$ cat src/rtl/rowf_pkg.sv
// Package of the rank order window filter: field widths, codes, register indexes,
// sequencer states and the control structures between the sequencer and the sorter.
// Depends on nothing.
`timescale 1ns / 1ps

package rowf_pkg;

   localparam int PIX_W      = 8;
   localparam int COORD_W    = 8;
   localparam int DIM_W      = 9;
   localparam int TRIM_W     = 4;
   localparam int CMD_W      = 1;
   localparam int CSR_IDX_W  = 2;
   localparam int CSR_DATA_W = 9;

   localparam int DEF_MAX_WIDTH   = 256;
   localparam int DEF_MAX_HEIGHT  = 256;
   localparam int DEF_WINDOW_SIDE = 5;

   localparam logic [DIM_W-1:0]  RST_IMAGE_WIDTH  = 9'd256;
   localparam logic [DIM_W-1:0]  RST_IMAGE_HEIGHT = 9'd256;
   localparam logic [TRIM_W-1:0] RST_TRIM         = 4'd6;

   localparam logic [CSR_IDX_W-1:0] CSR_IMAGE_WIDTH  = 2'd0;
   localparam logic [CSR_IDX_W-1:0] CSR_IMAGE_HEIGHT = 2'd1;
   localparam logic [CSR_IDX_W-1:0] CSR_TRIM         = 2'd2;

   typedef enum logic [CMD_W-1:0] {
      CMD_LOAD   = 1'b0,
      CMD_FILTER = 1'b1
   } cmd_type;

   typedef enum logic [3:0] {
      ST_IDLE,
      ST_MOD_ROW,
      ST_MOD_COL,
      ST_BACKUP,
      ST_FETCH,
      ST_LOAD,
      ST_SEARCH,
      ST_SUM,
      ST_DIVIDE
   } rowf_state_type;

   typedef struct packed {
      logic clear;
      logic load_key;
      logic search;
      logic sum_init;
      logic sum_step;
   } sort_ctrl_type;

   typedef struct packed {
      logic found;
      logic last;
      logic sum_last;
   } sort_stat_type;

endpackage

$ cat src/rtl/rowf_sort.sv
// Sorted window store with binary-search insertion through one comparator,
// and the accumulator that sums the kept ranks. Depends on rowf_pkg.
`timescale 1ns / 1ps

module rowf_sort #(
   parameter int WINDOW_SIDE = rowf_pkg::DEF_WINDOW_SIDE,
   localparam int WIN_CELLS = WINDOW_SIDE * WINDOW_SIDE,
   localparam int CNT_W = $clog2(WIN_CELLS + 1),
   localparam int SUM_W = $clog2(WIN_CELLS * 255 + 1)
) (
   input  logic                        clock,
   input  logic                        reset,
   input  rowf_pkg::sort_ctrl_type     ctrl,
   input  logic [rowf_pkg::PIX_W-1:0]  sample,
   input  logic [CNT_W-1:0]            trim,
   output rowf_pkg::sort_stat_type     stat,
   output logic [SUM_W-1:0]            sum
);

   import rowf_pkg::*;

   localparam int IDX_W = $clog2(WIN_CELLS);
   localparam int MID_W = CNT_W + 1;

   logic [PIX_W-1:0] vals_ff [WIN_CELLS];
   logic [PIX_W-1:0] vals_in [WIN_CELLS];
   logic [PIX_W-1:0] key_ff, key_in;
   logic [CNT_W-1:0] lo_ff, lo_in;
   logic [CNT_W-1:0] hi_ff, hi_in;
   logic [CNT_W-1:0] n_ff, n_in;
   logic [IDX_W-1:0] idx_ff, idx_in;
   logic [SUM_W-1:0] acc_ff, acc_in;
   logic [MID_W-1:0] mid_sum;
   logic [IDX_W-1:0] mid;
   logic [IDX_W-1:0] rd_idx;
   logic [PIX_W-1:0] rd_val;
   logic             found;
   logic             less;

   assign mid_sum = MID_W'(lo_ff) + MID_W'(hi_ff);
   assign mid     = mid_sum[IDX_W:1];
   assign found   = (lo_ff == hi_ff);
   assign rd_idx  = ctrl.sum_step ? idx_ff : mid;
   assign rd_val  = vals_ff[rd_idx];
   assign less    = key_ff < rd_val;

   always_comb begin
      vals_in = vals_ff;
      key_in  = key_ff;
      lo_in   = lo_ff;
      hi_in   = hi_ff;
      n_in    = n_ff;
      idx_in  = idx_ff;
      acc_in  = acc_ff;
      if (ctrl.clear) begin
         n_in = '0;
      end
      if (ctrl.load_key) begin
         key_in = sample;
         lo_in  = '0;
         hi_in  = n_ff;
      end
      if (ctrl.search) begin
         if (found) begin
            if (lo_ff == '0) begin
               vals_in[0] = key_ff;
            end
            for (int i = 1; i < WIN_CELLS; i++) begin
               if (CNT_W'(i) > lo_ff) begin
                  vals_in[i] = vals_ff[i-1];
               end else if (CNT_W'(i) == lo_ff) begin
                  vals_in[i] = key_ff;
               end
            end
            n_in = n_ff + 1'b1;
         end else if (less) begin
            hi_in = CNT_W'(mid);
         end else begin
            lo_in = CNT_W'(mid) + 1'b1;
         end
      end
      if (ctrl.sum_init) begin
         idx_in = IDX_W'(trim);
         acc_in = '0;
      end
      if (ctrl.sum_step) begin
         acc_in = acc_ff + SUM_W'(rd_val);
         idx_in = idx_ff + 1'b1;
      end
   end

   always_ff @(posedge clock) begin
      if (reset) begin
         n_ff  <= '0;
         lo_ff <= '0;
         hi_ff <= '0;
      end else begin
         n_ff  <= n_in;
         lo_ff <= lo_in;
         hi_ff <= hi_in;
      end
   end

   always_ff @(posedge clock) begin
      vals_ff <= vals_in;
      key_ff  <= key_in;
      idx_ff  <= idx_in;
      acc_ff  <= acc_in;
   end

   assign stat.found    = found;
   assign stat.last     = (n_ff == CNT_W'(WIN_CELLS - 1));
   assign stat.sum_last = (CNT_W'(idx_ff) == CNT_W'(WIN_CELLS) - trim - 1'b1);
   assign sum           = acc_ff;

endmodule

$ cat config.mk
export PLATFORM = sky130hd
export DESIGN_NAME = rowf_sort
export DESIGN_NICKNAME = d
export VERILOG_FILES = /design/src/rtl/rowf_pkg.sv /design/src/rtl/rowf_sort.sv
export SDC_FILE = /design/constraint.sdc
export NUM_CORES = 1
export LEC_CHECK = 0
export BUFFER_PORTS_ARGS = -buffer_cell sky130_fd_sc_hd__buf_2
export CAP_MARGIN = 20
export CORE_ASPECT_RATIO = 0.8
export CORE_MARGIN = 2
export CORE_UTILIZATION = 40
export CTS_BUF_LIST = sky130_fd_sc_hd__clkbuf_8
export CTS_CLUSTER_SIZE = 20
export DETAILED_ROUTE_END_ITERATION = 16
export PLACE_DENSITY_LB_ADDON = 0.05
export SYNTH_ARGS = -nofsm -noshare
export SYNTH_HDL_FRONTEND = slang
export SYNTH_SLANG_ARGS = --single-unit
$ cat constraint.sdc
create_clock -name clock -period 8.6 [get_ports clock]
set_input_delay 0.86 -clock clock [delete_from_list [all_inputs] [get_ports clock]]
set_output_delay 0.86 -clock clock [all_outputs]
set_load 0.1 [all_outputs]
==> out/qor.txt <==
Met3 usage = 4.51%
Initial Util = 40.5%
Global-route wire length before repair = 56.6 mm
#FFs+latches synth = 241
Vias = 8,512
Via density = 5.83
TritonCTS clock tree = yes
Leakage = 0.00523 µW
Hold Path Cell Cnt = 1
Min-delay worst type = in -> reg
Most frequent cells in the layout = 226 x edfxtp_1, 204 x mux2_2, 56 x nand2_1
Syn Std Cell Area = 0.0131 mm²
Met1 usage = 33.3%
Max VDD drop = 0.000148 V
Max Clk Rate = 0.163 GHz
Residual DRC count = 0
Die Wd = 206 µm
Fin. max-slew vios = 0
Average cell area after synthesis = 13.8 µm²
1st-iter DRT viols = 704
Outcome = completed
Syn Nets = 996
Core ar. = 0.0324 mm²
Ys flop type = edfxtp_1
DR WL/cell = 26.2 µm
Endpoints failing hold = 0
All-Layer GR Usage = 22.7%
Number of synthesized flops with an enable pin = 226
Routability cong. = 0.834
Total I/O pin count = 36
WHS = 0.466 ns
Full die area = 0.0343 mm²
Post-route minimum period = 6.14 ns
Library cells used by synthesis = 56
N_diodes = 0
Register area share after synthesis = 54.0%
Total CTS buffers = 43
WP data arrival = 6.45 ns
Longest Clk Path Bufs = 3
CTS Hold Buffers Added = 0
Clock root cell = clkbuf_8
Postcts setup bufs = 0
RSZ-0062 raised after global routing = false
Worst-path clk slew = 0.06 ns
Antenna violations before repair = 1
Post-CTS Resized = 0
Largest net degree at the start of global routing = 40
Mapped Cells = 950
Worst EP required = 8.91 ns
Nets = 1,044
Vias in the first global route = 8,629
Max-Slew Margin vs Limit = 26.7%
Fillers = 2,937
Setup crit start kind = register
Post-synthesis async set-or-reset flop share = 0%
Reg2reg end = sum[12]
Hold Path End = key_ff[2]
Max-cap violations = 0
Yosys Warn Count = 0
Std cell rows = 59
Crit share post-route = 71.4%
TritonCTS Sinks = 241
CTS H-tree depth = 2
Worst Skew = 0.0165 ns
Clk Latency, worst-skew pair = 0.57 ns
Critical R2R Launch = lo_ff[0]
Commonest non-fill, non-tap cell in the layout = edfxtp_1
Routing usage on met2 = 33.8%
Number of port buffers = 35
Overflow after GRT = 0
GR peak layer = met2
Crit Path Category = reg -> reg
Power Density = 440 mW/mm²
WL final = 38.2 mm
Setup TNS = 0 ns
DPL Wire Length = 25.1 mm
TritonRoute pass-1 iters = 5
Final setup viols = 0
Routed Antenna Nets = 0
Share of layout cells above drive strength 1 = 37.6%
Worst R2R Setup Slack = 2.46 ns
Critical Path Fanout Max = 27
Worst Tran Pin Value = 1.10 ns
Critical path capture point type = register
Hold path start = sample[2]
Die height = 166 µm
Area Overhead vs Synth = 11.8%
Depth of the worst register-to-register path = 18
==> worst max-delay path by stage <==
stage                     cells past startpoint  endpoint  startpoint  slack [ns]
final                                        18   sum[12]    lo_ff[0]        2.46
after global routing                         18   sum[10]    lo_ff[0]        1.99
after CTS                                    18   sum[12]    lo_ff[0]        2.43
after detailed placement                     17   sum[12]     ctrl[0]        2.28
after global placement                       17    sum[8]     ctrl[0]        2.40
after floorplan                              19    sum[8]    lo_ff[0]        3.73
==> worst max-delay path: stages (launching register included) <==
cell and delay (ns):
dfxtp_1 0.45, ha_1 0.34, fa_1 0.62, mux2_4 0.56
buf_4 0.57, mux4_2 0.56, and2_1 0.17, a211oi_1 0.33
a31oi_1 0.13, o21a_1 0.28, fa_1 0.43, a21o_1 0.18
a21oi_1 0.23, o21bai_1 0.10, a21oi_1 0.23, o21bai_1 0.09
a21oi_1 0.32, or3_1 0.17, a21boi_0 0.08
==> where the power goes <==
part           switching [µW]  internal, µW
combinational            1690          1120
clock                     502           535
sequential                377          2230
==> cells in the mapped netlist (4+ instances only) <==
master / number / area [µm²]
xor2_1: 5 / 43.8
nor3b_1: 8 / 60.1
or2_2: 4 / 25.0
and2_1: 24 / 150
mux2_2: 205 / 2310
o21a_1: 9 / 67.6
a21o_1: 7 / 52.6
dfxtp_1: 15 / 300
mux4_2: 42 / 946
nand2b_1: 4 / 25.0
nand3_1: 8 / 40.0
mux2i_1: 5 / 50.1
a21oi_1: 48 / 240
edfxtp_1: 226 / 6790
nor3_1: 15 / 75.1
a211oi_1: 14 / 105
buf_2: 11 / 55.1
xnor2_1: 19 / 166
nor4_1: 5 / 31.3
inv_1: 9 / 33.8
a31oi_1: 13 / 81.3
clkbuf_1: 44 / 165
o21ai_0: 20 / 100
nand2_1: 56 / 210
o21bai_1: 5 / 37.5
ha_1: 24 / 300
buf_1: 5 / 18.8
nor2_1: 43 / 161
and3_1: 12 / 75.1
nor2b_1: 5 / 31.3
==> final cells by class <==
class / instances / area [µm²] / area share (%)
inverters: 9 / 33.8 / 0.230
repair buffers: 68 / 428 / 2.92
flip-flops and latches: 241 / 7090 / 48.3
clock buffers: 47 / 647 / 4.41
clock inverters: 32 / 165 / 1.13
multi-input cells: 635 / 5770 / 39.4
well taps: 427 / 534 / 3.64
==> kinds of logic after synthesis <==
kind of cell    count (synthesis)  share of synthesized area [%]
compound gates                135                           6.56
simple gates                  196                           7.45
xor+xnor                       25                           1.73
fa+ha+maj                      26                           2.59
buf+inv                        74                           2.37
flops                         241                           54.0
mux                           253                           25.3
==> registers in the layout, summed over array words and instances (netlist names) <==
register / count
n_ff: 5
lo_ff: 5
idx_ff: 5
hi_ff: 5
key_ff: 8
vals_ff: 200
sum: 13
==> per-stage QoR <==
stage                     utilization (%)  cells  setup slack (ns)  total power, µW  instance area [µm²]
after global placement               42.6   1375              2.40             5380                13800
after detailed placement             42.7   1379              2.28             5420                13800
after CTS                            45.2   1458              2.43             6490                14700
after global routing                 45.3   1459              1.99             6820                14700
final                                45.3   1459              2.46             6450                14700
after floorplan                         -    950              3.73             4460                13100
==> routing by layer <==
layer  part of all wire [%]  wire (µm)
met1                     46      17600
met2                     45      17300
met3                    6.3       2420
met4                    2.3        869
met5                      0          0
(Power assumes the default switching activity.)
