==> src/rtl/rowf_div.sv <==
// Bit-serial restoring divider, one quotient bit per cycle, shared by the
// coordinate wrap and the final mean. Depends on nothing.
`timescale 1ns / 1ps

module rowf_div #(
   parameter int DVD_W = 13,
   parameter int DVS_W = 9
) (
   input  logic             clock,
   input  logic             reset,
   input  logic             start,
   input  logic [DVD_W-1:0] dividend,
   input  logic [DVS_W-1:0] divisor,
   output logic             busy,
   output logic             done,
   output logic [DVD_W-1:0] quotient,
   output logic [DVS_W-1:0] remainder
);

   localparam int CNT_W = $clog2(DVD_W + 1);

   logic [DVD_W-1:0] quo_ff, quo_in;
   logic [DVS_W-1:0] rem_ff, rem_in;
   logic [DVS_W-1:0] dvs_ff, dvs_in;
   logic [CNT_W-1:0] cnt_ff, cnt_in;
   logic             busy_ff, busy_in;
   logic             done_ff, done_in;
   logic [DVS_W:0]   shifted;
   logic [DVS_W:0]   diff;
   logic             ge;

   assign shifted = {rem_ff, quo_ff[DVD_W-1]};
   assign ge      = shifted >= {1'b0, dvs_ff};
   assign diff    = shifted - {1'b0, dvs_ff};

   always_comb begin
      quo_in  = quo_ff;
      rem_in  = rem_ff;
      dvs_in  = dvs_ff;
      cnt_in  = cnt_ff;
      busy_in = busy_ff;
      done_in = 1'b0;
      if (start) begin
         quo_in  = dividend;
         rem_in  = '0;
         dvs_in  = divisor;
         cnt_in  = CNT_W'(DVD_W);
         busy_in = 1'b1;
      end else if (busy_ff) begin
         quo_in = {quo_ff[DVD_W-2:0], ge};
         rem_in = ge ? diff[DVS_W-1:0] : shifted[DVS_W-1:0];
         cnt_in = cnt_ff - 1'b1;
         if (cnt_ff == CNT_W'(1)) begin
            busy_in = 1'b0;
            done_in = 1'b1;
         end
      end
   end

   always_ff @(posedge clock) begin
      if (reset) begin
         busy_ff <= 1'b0;
         done_ff <= 1'b0;
         cnt_ff  <= '0;
      end else begin
         busy_ff <= busy_in;
         done_ff <= done_in;
         cnt_ff  <= cnt_in;
      end
   end

   always_ff @(posedge clock) begin
      quo_ff <= quo_in;
      rem_ff <= rem_in;
      dvs_ff <= dvs_in;
   end

   assign busy      = busy_ff;
   assign done      = done_ff;
   assign quotient  = quo_ff;
   assign remainder = rem_ff;

endmodule

==> config.mk <==
export PLATFORM = sky130hd
export DESIGN_NAME = rowf_div
export DESIGN_NICKNAME = d
export VERILOG_FILES = /design/src/rtl/rowf_div.sv
export SDC_FILE = /design/constraint.sdc
export NUM_CORES = 1
export LEC_CHECK = 0
export BUFFER_PORTS_ARGS = -buffer_cell sky130_fd_sc_hd__buf_2
export CORE_ASPECT_RATIO = 1.75
export CORE_MARGIN = 2
export CORE_UTILIZATION = 30
export CTS_CLUSTER_DIAMETER = 100
export DETAILED_ROUTE_END_ITERATION = 8
export PLACE_DENSITY = 0.6
export REMOVE_ABC_BUFFERS = 1
export SYNTH_ARGS = -nofsm -noshare
export SYNTH_HDL_FRONTEND = slang
export SYNTH_SLANG_ARGS = --single-unit
==> constraint.sdc <==
create_clock -name clock -period 3.5 [get_ports clock]
set_input_delay 0.35 -clock clock [delete_from_list [all_inputs] [get_ports clock]]
set_output_delay 0.35 -clock clock [all_outputs]
set_load 0.05 [all_outputs]
==> results of run 1 <==
layout make-up:
| cell class | count | area, um2 | share of cell area |
|---|---|---|---|
| inverters | 13 | 48.8 | 0.0198 |
| multi-input cells | 121 | 937 | 0.381 |
| clock inverters | 2 | 35.0 | 0.0142 |
| flip-flops and latches | 37 | 961 | 0.390 |
| clock buffers | 6 | 129 | 0.0524 |
| repair buffers | 49 | 248 | 0.101 |
| well taps | 82 | 103 | 0.0417 |
worst max-delay path by stage:
stage	startpoint	to	slack, ps	cells after the start
4_1_cts	quotient[12]$_DFFE_PP_	quotient[0]$_DFFE_PP_	860	8
5_1_grt	quotient[12]$_DFFE_PP_	quotient[0]$_DFFE_PP_	630	8
6_report	quotient[12]$_DFFE_PP_	quotient[0]$_DFFE_PP_	880	8
3_3_place_gp	quotient[12]$_DFFE_PP_	quotient[0]$_DFFE_PP_	930	8
3_5_place_dp	quotient[12]$_DFFE_PP_	quotient[0]$_DFFE_PP_	880	8
2_1_floorplan	quotient[12]$_DFFE_PP_	quotient[0]$_DFFE_PP_	820	8
power breakdown:
part | switching [mW] | leakage [nW] | internal [mW] | total [mW]
logic | 0.242 | 0.642 | 0.128 | 0.369
registers | 0.0282 | 0.343 | 0.509 | 0.537
clock network | 0.167 | 0.0808 | 0.335 | 0.502
kinds of logic after synthesis:
kind of cell / after synthesis
flip-flops: 37
buffers and inverters: 21
adder cells (fa/ha/maj): 12
multiplexers: 18
AND/OR/NAND/NOR: 50
XOR/XNOR: 7
AO/OA/AOI/OAI: 34
state kept, by name (all words and copies together) (netlist names):
signal	flops
cnt_ff	4
dvs_ff	9
quotient	13
done	1
remainder	9
busy	1
cells in the mapped netlist (all sizes together), types with 2 or more instances:
cell	instances	area (um2)
o21ai	2	10.0
xnor2	2	17.5
o211a	2	20.0
nand2	7	26.3
dfxtp	15	300
inv	13	48.8
buf	2	10.0
a211oi	8	60.1
or3	2	17.5
clkbuf	6	22.5
edfxtp	22	661
ha	11	138
nand2b	4	25.0
xor2	5	43.8
mux2	13	146
nand4b	2	23.8
a21oi	7	35.0
nand3	3	15.0
mux2i	5	50.1
a311oi	4	41.3
o211ai	4	35.0
nor4b	3	26.3
nor2	23	86.3
worst max-delay path, stage by stage, from the launching register on:
cell and delay (ps):
edfxtp_1 400, inv_1 80, ha_1 150, inv_1 50, fa_1 400, a211oi_1 390
o21a_1 280, o211ai_2 240, mux2_1 380
layer usage:
metal,track usage,up-vias,part of all wire
li1,-,748,-
met1,0.132,695,0.40
met2,0.212,31,0.53
met3,0.0293,7,0.035
met4,0.0792,0,0.029
met5,0,-,0
stage by stage:
stage | setup WS [ps] | instance area (um2)
global route | 627 | 2460
finish | 880 | 2460
CTS | 860 | 2460
detailed placement | 880 | 2300
global placement | 933 | 2300
floorplan | 820 | 1950
==> qor.csv, run 1 <==
stage,metric,value,unit
placement,detailed_place_hpwl,3210,um
sta,fin_crit_sh,0.749,
clock_tree,cts_root_buffer,clkbuf_16,
clock_tree,cts_setup_buffers,0,
global_routing,grt_pass1_vias,1464,
layout,nets,264,
clock_tree,insertion_delay,280,ps
clock_tree,cts_max_path_buffers,2,
critical_path,r2r-end,quotient[0]$_DFFE_PP_,
sta,whs,241,ps
critical_path,crit_required,3530,ps
power_and_ir_drop,powerDensity,572,mW/mm2
sta,setup-violations-final,0,
synth,ys_warn_count,0,
synth,synth-simple-area-share,0.133,
sta,tightestPinTransition,793,ps
power_and_ir_drop,p_total,1.41,mW
synth,synth_top_family_by_area,simple AND/OR/NAND/NOR gates,
clock_tree,h-tree-depth,2,
synth,yosysUniqueCellTypes,43,
synth,syn_avg_cell_area,11.1,um2
clock_tree,cts_resized,0,
routing,wl,4230,um
layout,layout_commonest_cell,buf_2,
layout,most-common-layout-cells,"buf_2, nor2_1, edfxtp_1, dfxtp_1, inv_1",
synth,synth_compound_area_frac,0.131,
synth,syn-cell-area,0.00198,mm2
hold_path,hp-class,primary input to register,
synth,syn_inst,179,
sta,timing.fmax,0.382,GHz
clock_tree,clock_sinks,37,
placement,gpl.final_weighted_congestion,0.827,
sta,skew,6.32,ps
critical_path,crit_path_start_kind,register,
routing,drc,0,
sta,maxSlewViolCount,0,
flow_run,drv_cap,0,
layout,n_antenna_cell,0,
die,core-area,0.00644,mm2
synth,synthAdderAreaFrac,0.0796,
global_routing,antenna_found_initial,0,
routing,drt_iter0_drc,46,
power_and_ir_drop,ir_drop,326,uV
critical_path,worst-r2r-cell-count,8,
routing,routed_via_density,4.78,
die,fp.dieArea,0.00729,mm2
critical_path,r2r-start,quotient[12]$_DFFE_PP_,
routing,drt_first_pass_iters,4,
clock_tree,cts_hold_buf,0,
global_routing,grt_max_degree,39,
global_routing,grtUsageTotal,0.124,
outcome,run_status,"finished, final reports clean",
critical_path,rrSetupSlack,880,ps
die,start_util,0.307,
synth,synth_top_flop_cell,edfxtp_1,
critical_path,crit_path_end_kind,register,
hold_path,whs_endpoint,dvs_ff[7]$_DFFE_PP_,
synth,async_flop_share,0,
hold_path,hold_depth,1,
critical_path,worstPathArrival,2650,ps
sta,hold_viol,0,
synth,synth_edf_count,22,
layout,final.fill_count,662,
synth,ys_seq_elements,37,
sta,max_slew_margin,0.471,
routing,drtAntennaViolNets,0,
placement,dpl.cell_count,302,
clock_tree,cts_buffers,5,
layout,final_core_util,0.382,
critical_path,worstPathMaxFanout,8,
placement,portBuffers,48,
layout,final_cells,310,
synth,synth_seq_area_share,0.485,
layout,layout-drive-gt1-share,0.325,
sta,setup_tns,0,ps
die,rows,39,
power_and_ir_drop,p_leak,1.07,nW
layout,area_delta_synth_final,24.3,%
hold_path,hold_start,divisor[7],
sta,rsz0062_at_grt,no,
critical_path,critical_path_class,register to register,
die,pin_count,49,
routing,num_vias,1481,
synth,muxShareOfSynthArea,0.0992,
clock_tree,cts_tree,done,
sta,post-route-min-period,2620,ps
die,dieWidth,65.4,um
global_routing,grt_overflow_total,0,
routing,routedWlPerCell,13.7,um
die,die_h,111,um
synth,synth-xor-area-share,0.0310,
global_routing,grt_pass1_wl,6780,um
clock_tree,path_clk_slew,60,ps
(Power assumes the default switching activity.)
==> run 2: changes to the inputs <==
PLACE_DENSITY = 0.62   (was 0.6)
clock period = 2.2 ns   (was 3.5 ns; I/O delays follow)
==> run 2 against run 1 <==
- the flow now finishes with violations (negative setup slack)
- flip-flop and latch count stayed put
- total power is 69% higher
- first-iteration DRC count is 72% higher
- critical path type unchanged
- final cell count is 8.7% higher
==> qor.csv, run 2 (synthesis gave the netlist of run 1 again) <==
stage,metric,value,unit,change
power_and_ir_drop,p_sw,0.739,mW,+69%
power_and_ir_drop,ir_drop,539,uV,+65%
power_and_ir_drop,switching_share,0.312,,+0.00148
die,rows,39,,unchanged
layout,multi_input_area,960,um2,+2.4%
placement,portBuffers,48,,unchanged
outcome,run_status,finished with violations,,
clock_tree,clock_sinks,37,,unchanged
layout,layout_commonest_cell,buf_2,,
hold_path,hp-class,primary input to register,,
layout,most-common-layout-cells,"buf_2, buf_4, nor2_1, edfxtp_1, dfxtp_1",,
routing,drt_first_pass_iters,4,,unchanged
die,die_h,111,um,unchanged
layout,final_area,0.00269,mm2,+9.3%
hold_path,hold_depth,1,,unchanged
global_routing,grt_pass1_vias,1643,,+12%
global_routing,grt_pass1_wl,7670,um,+13%
placement,detailed_place_hpwl,3590,um,+12%
routing,num_vias,1598,,+7.9%
sta,timing.fmax,0.447,GHz,+17%
layout,largest_register_ffs,13,,unchanged
global_routing,antenna_found_initial,0,,unchanged
layout,n_antenna_cell,0,,unchanged
clock_tree,cts_root_buffer,clkbuf_16,,
sta,setup-violations-final,1,,+1
power_and_ir_drop,seq_power_share,0.358,,-0.023
routing,routedWlPerCell,14.1,um,+3.4%
clock_tree,cts_buffers,5,,unchanged
hold_path,whs_endpoint,dvs_ff[8]$_DFFE_PP_,,
outcome,violations,negative setup slack,,
die,pin_count,49,,unchanged
hold_path,hold_start,divisor[8],,
power_and_ir_drop,combPwrFrac,0.301,,+0.039
critical_path,critical_path_class,register to register,,
die,start_util,0.307,,unchanged
sta,hold_viol,0,,unchanged
sta,maxSlewViolCount,0,,unchanged
critical_path,crit_required,2400,ps,-1130 ps
routing,routed_via_density,4.74,,-0.74%
sta,rsz0062_at_grt,yes,,
critical_path,rrSetupSlack,-40,ps,-920 ps
sta,skew,8.24,ps,+1.92 ps
routing,drc,0,,unchanged
die,fp.dieArea,0.00729,mm2,unchanged
layout,seq_area,961,um2,unchanged
critical_path,r2r-start,quotient[12]$_DFFE_PP_,,
global_routing,grt_overflow_total,0,,unchanged
critical_path,r2r-end,remainder[8]$_SDFFE_PP0P_,,
critical_path,worstPathMaxFanout,2,,-6
clock_tree,path_clk_slew,60,ps,about the same
power_and_ir_drop,clkPwrFrac,0.341,,-0.015
routing,drt_iter0_drc,79,,+72%
layout,final.fill_count,688,,+3.9%
layout,layout-drive-gt1-share,0.416,,+0.0911
critical_path,crit_path_end_kind,register,,
critical_path,slowest_delay,380,ps,-20 ps
critical_path,crit_chain,inv_1 > ha_2 > inv_2 > fa_2 > a211oi_2 > buf_4 > o211ai_1 > o211a_1 > or3_1 > a311oi_2,,
clock_tree,insertion_delay,290,ps,about the same
layout,area_delta_synth_final,35.8,%,
global_routing,grtUsageTotal,0.140,,+0.0162
routing,drtAntennaViolNets,0,,unchanged
clock_tree,h-tree-depth,2,,unchanged
layout,final_core_util,0.417,,+0.0354
sta,tightestPinTransition,606,ps,-187 ps
power_and_ir_drop,powerDensity,882,mW/mm2,+54%
sta,post-route-min-period,2240,ps,-381 ps
clock_tree,cts_max_path_buffers,2,,unchanged
routing,wl,4760,um,+12%
power_and_ir_drop,p_int,1.63,mW,+68%
global_routing,grt_max_degree,28,,-28%
clock_tree,cts_tree,done,,
sta,whs,105,ps,-136 ps
critical_path,crit_path_start_kind,register,,
sta,max_slew_margin,0.596,,+0.125
layout,final_cells,337,,+8.7%
layout,nets,291,,+10%
die,core-area,0.00644,mm2,unchanged
flow_run,drv_cap,0,,unchanged
power_and_ir_drop,p_leak,1.20,nW,+12%
critical_path,worst-r2r-cell-count,10,,+2
placement,place_area,0.00246,mm2,+7.2%
placement,gpl.final_weighted_congestion,0.828,,+0.16%
critical_path,worstPathArrival,2440,ps,-210 ps
die,dieWidth,65.4,um,unchanged
critical_path,critPathSlowestCell,edfxtp_1,,
sta,fin_crit_sh,1.02,,+0.269
sta,setup_tns,-39.0,ps,-39.0 ps
sta,setup_slack,-39.0,ps,-919 ps
placement,dpl.cell_count,324,,+7.3%
[run 2: timing repair]
item,4_1_cts,5_1_grt
setup endpoints to repair,10,10
setup buffers,3,2
pin swaps,7,2
hold buffers,0,0
gates resized for setup,3,4
[run 2: per-layer routing]
metal	share of wire	vias up	GRT usage	wire [um]
met4	0.030	0	0.0750	142
met5	0	-	0	0
met3	0.031	9	0.0242	149
met1	0.37	763	0.138	1770
met2	0.57	28	0.265	2700
li1	-	798	-	-
[run 2: worst max-delay path: cells and delay by family (launching register included)]
kind                       cells  cell delay, ps
DFF                            1             380
and+or+nand+nor                1             310
AOI/OAI and AO/OA              4             660
buffers and inverters          3             270
adders and majority gates      2             530
[run 2: cell type report]
type,count,share of cell area
clock buffer,6,0.0479
clock inverter,2,0.0126
inverter,13,0.0181
multi-input combinational,121,0.357
sequential,37,0.357
tap,82,0.0382
timing repair buffer,76,0.169
[run 2: worst max path at each step]
| stage | startpoint | to | slack [ps] | cells after the start |
|---|---|---|---|---|
| after floorplan | quotient[12]$_DFFE_PP_ | quotient[0]$_DFFE_PP_ | -480 | 8 |
| after global placement | quotient[12]$_DFFE_PP_ | remainder[8]$_SDFFE_PP0P_ | -110 | 10 |
| after detailed placement | quotient[12]$_DFFE_PP_ | remainder[8]$_SDFFE_PP0P_ | -150 | 10 |
| after CTS | quotient[12]$_DFFE_PP_ | remainder[8]$_SDFFE_PP0P_ | -60 | 10 |
| after global routing | quotient[12]$_DFFE_PP_ | remainder[8]$_SDFFE_PP0P_ | -120 | 10 |
| final | quotient[12]$_DFFE_PP_ | remainder[8]$_SDFFE_PP0P_ | -40 | 10 |
[run 2: stage by stage]
step | setup WS [ps] | power, mW
5_1_grt | -121 | 2.48
3_3_place_gp | -110 | 1.53
4_1_cts | -62.0 | 2.38
3_5_place_dp | -151 | 1.54
2_1_floorplan | -480 | 1.30
6_report | -39.0 | 2.37
[run 2: power groups by stage]
stage               registers (mW)  logic (mW)  clock network (mW)
finish                       0.850       0.714               0.809
global route                 0.860       0.771               0.849
CTS                          0.851       0.700               0.826
detailed placement           0.865       0.679                   0
global placement             0.864       0.671                   0
floorplan                     1.02       0.282                   0
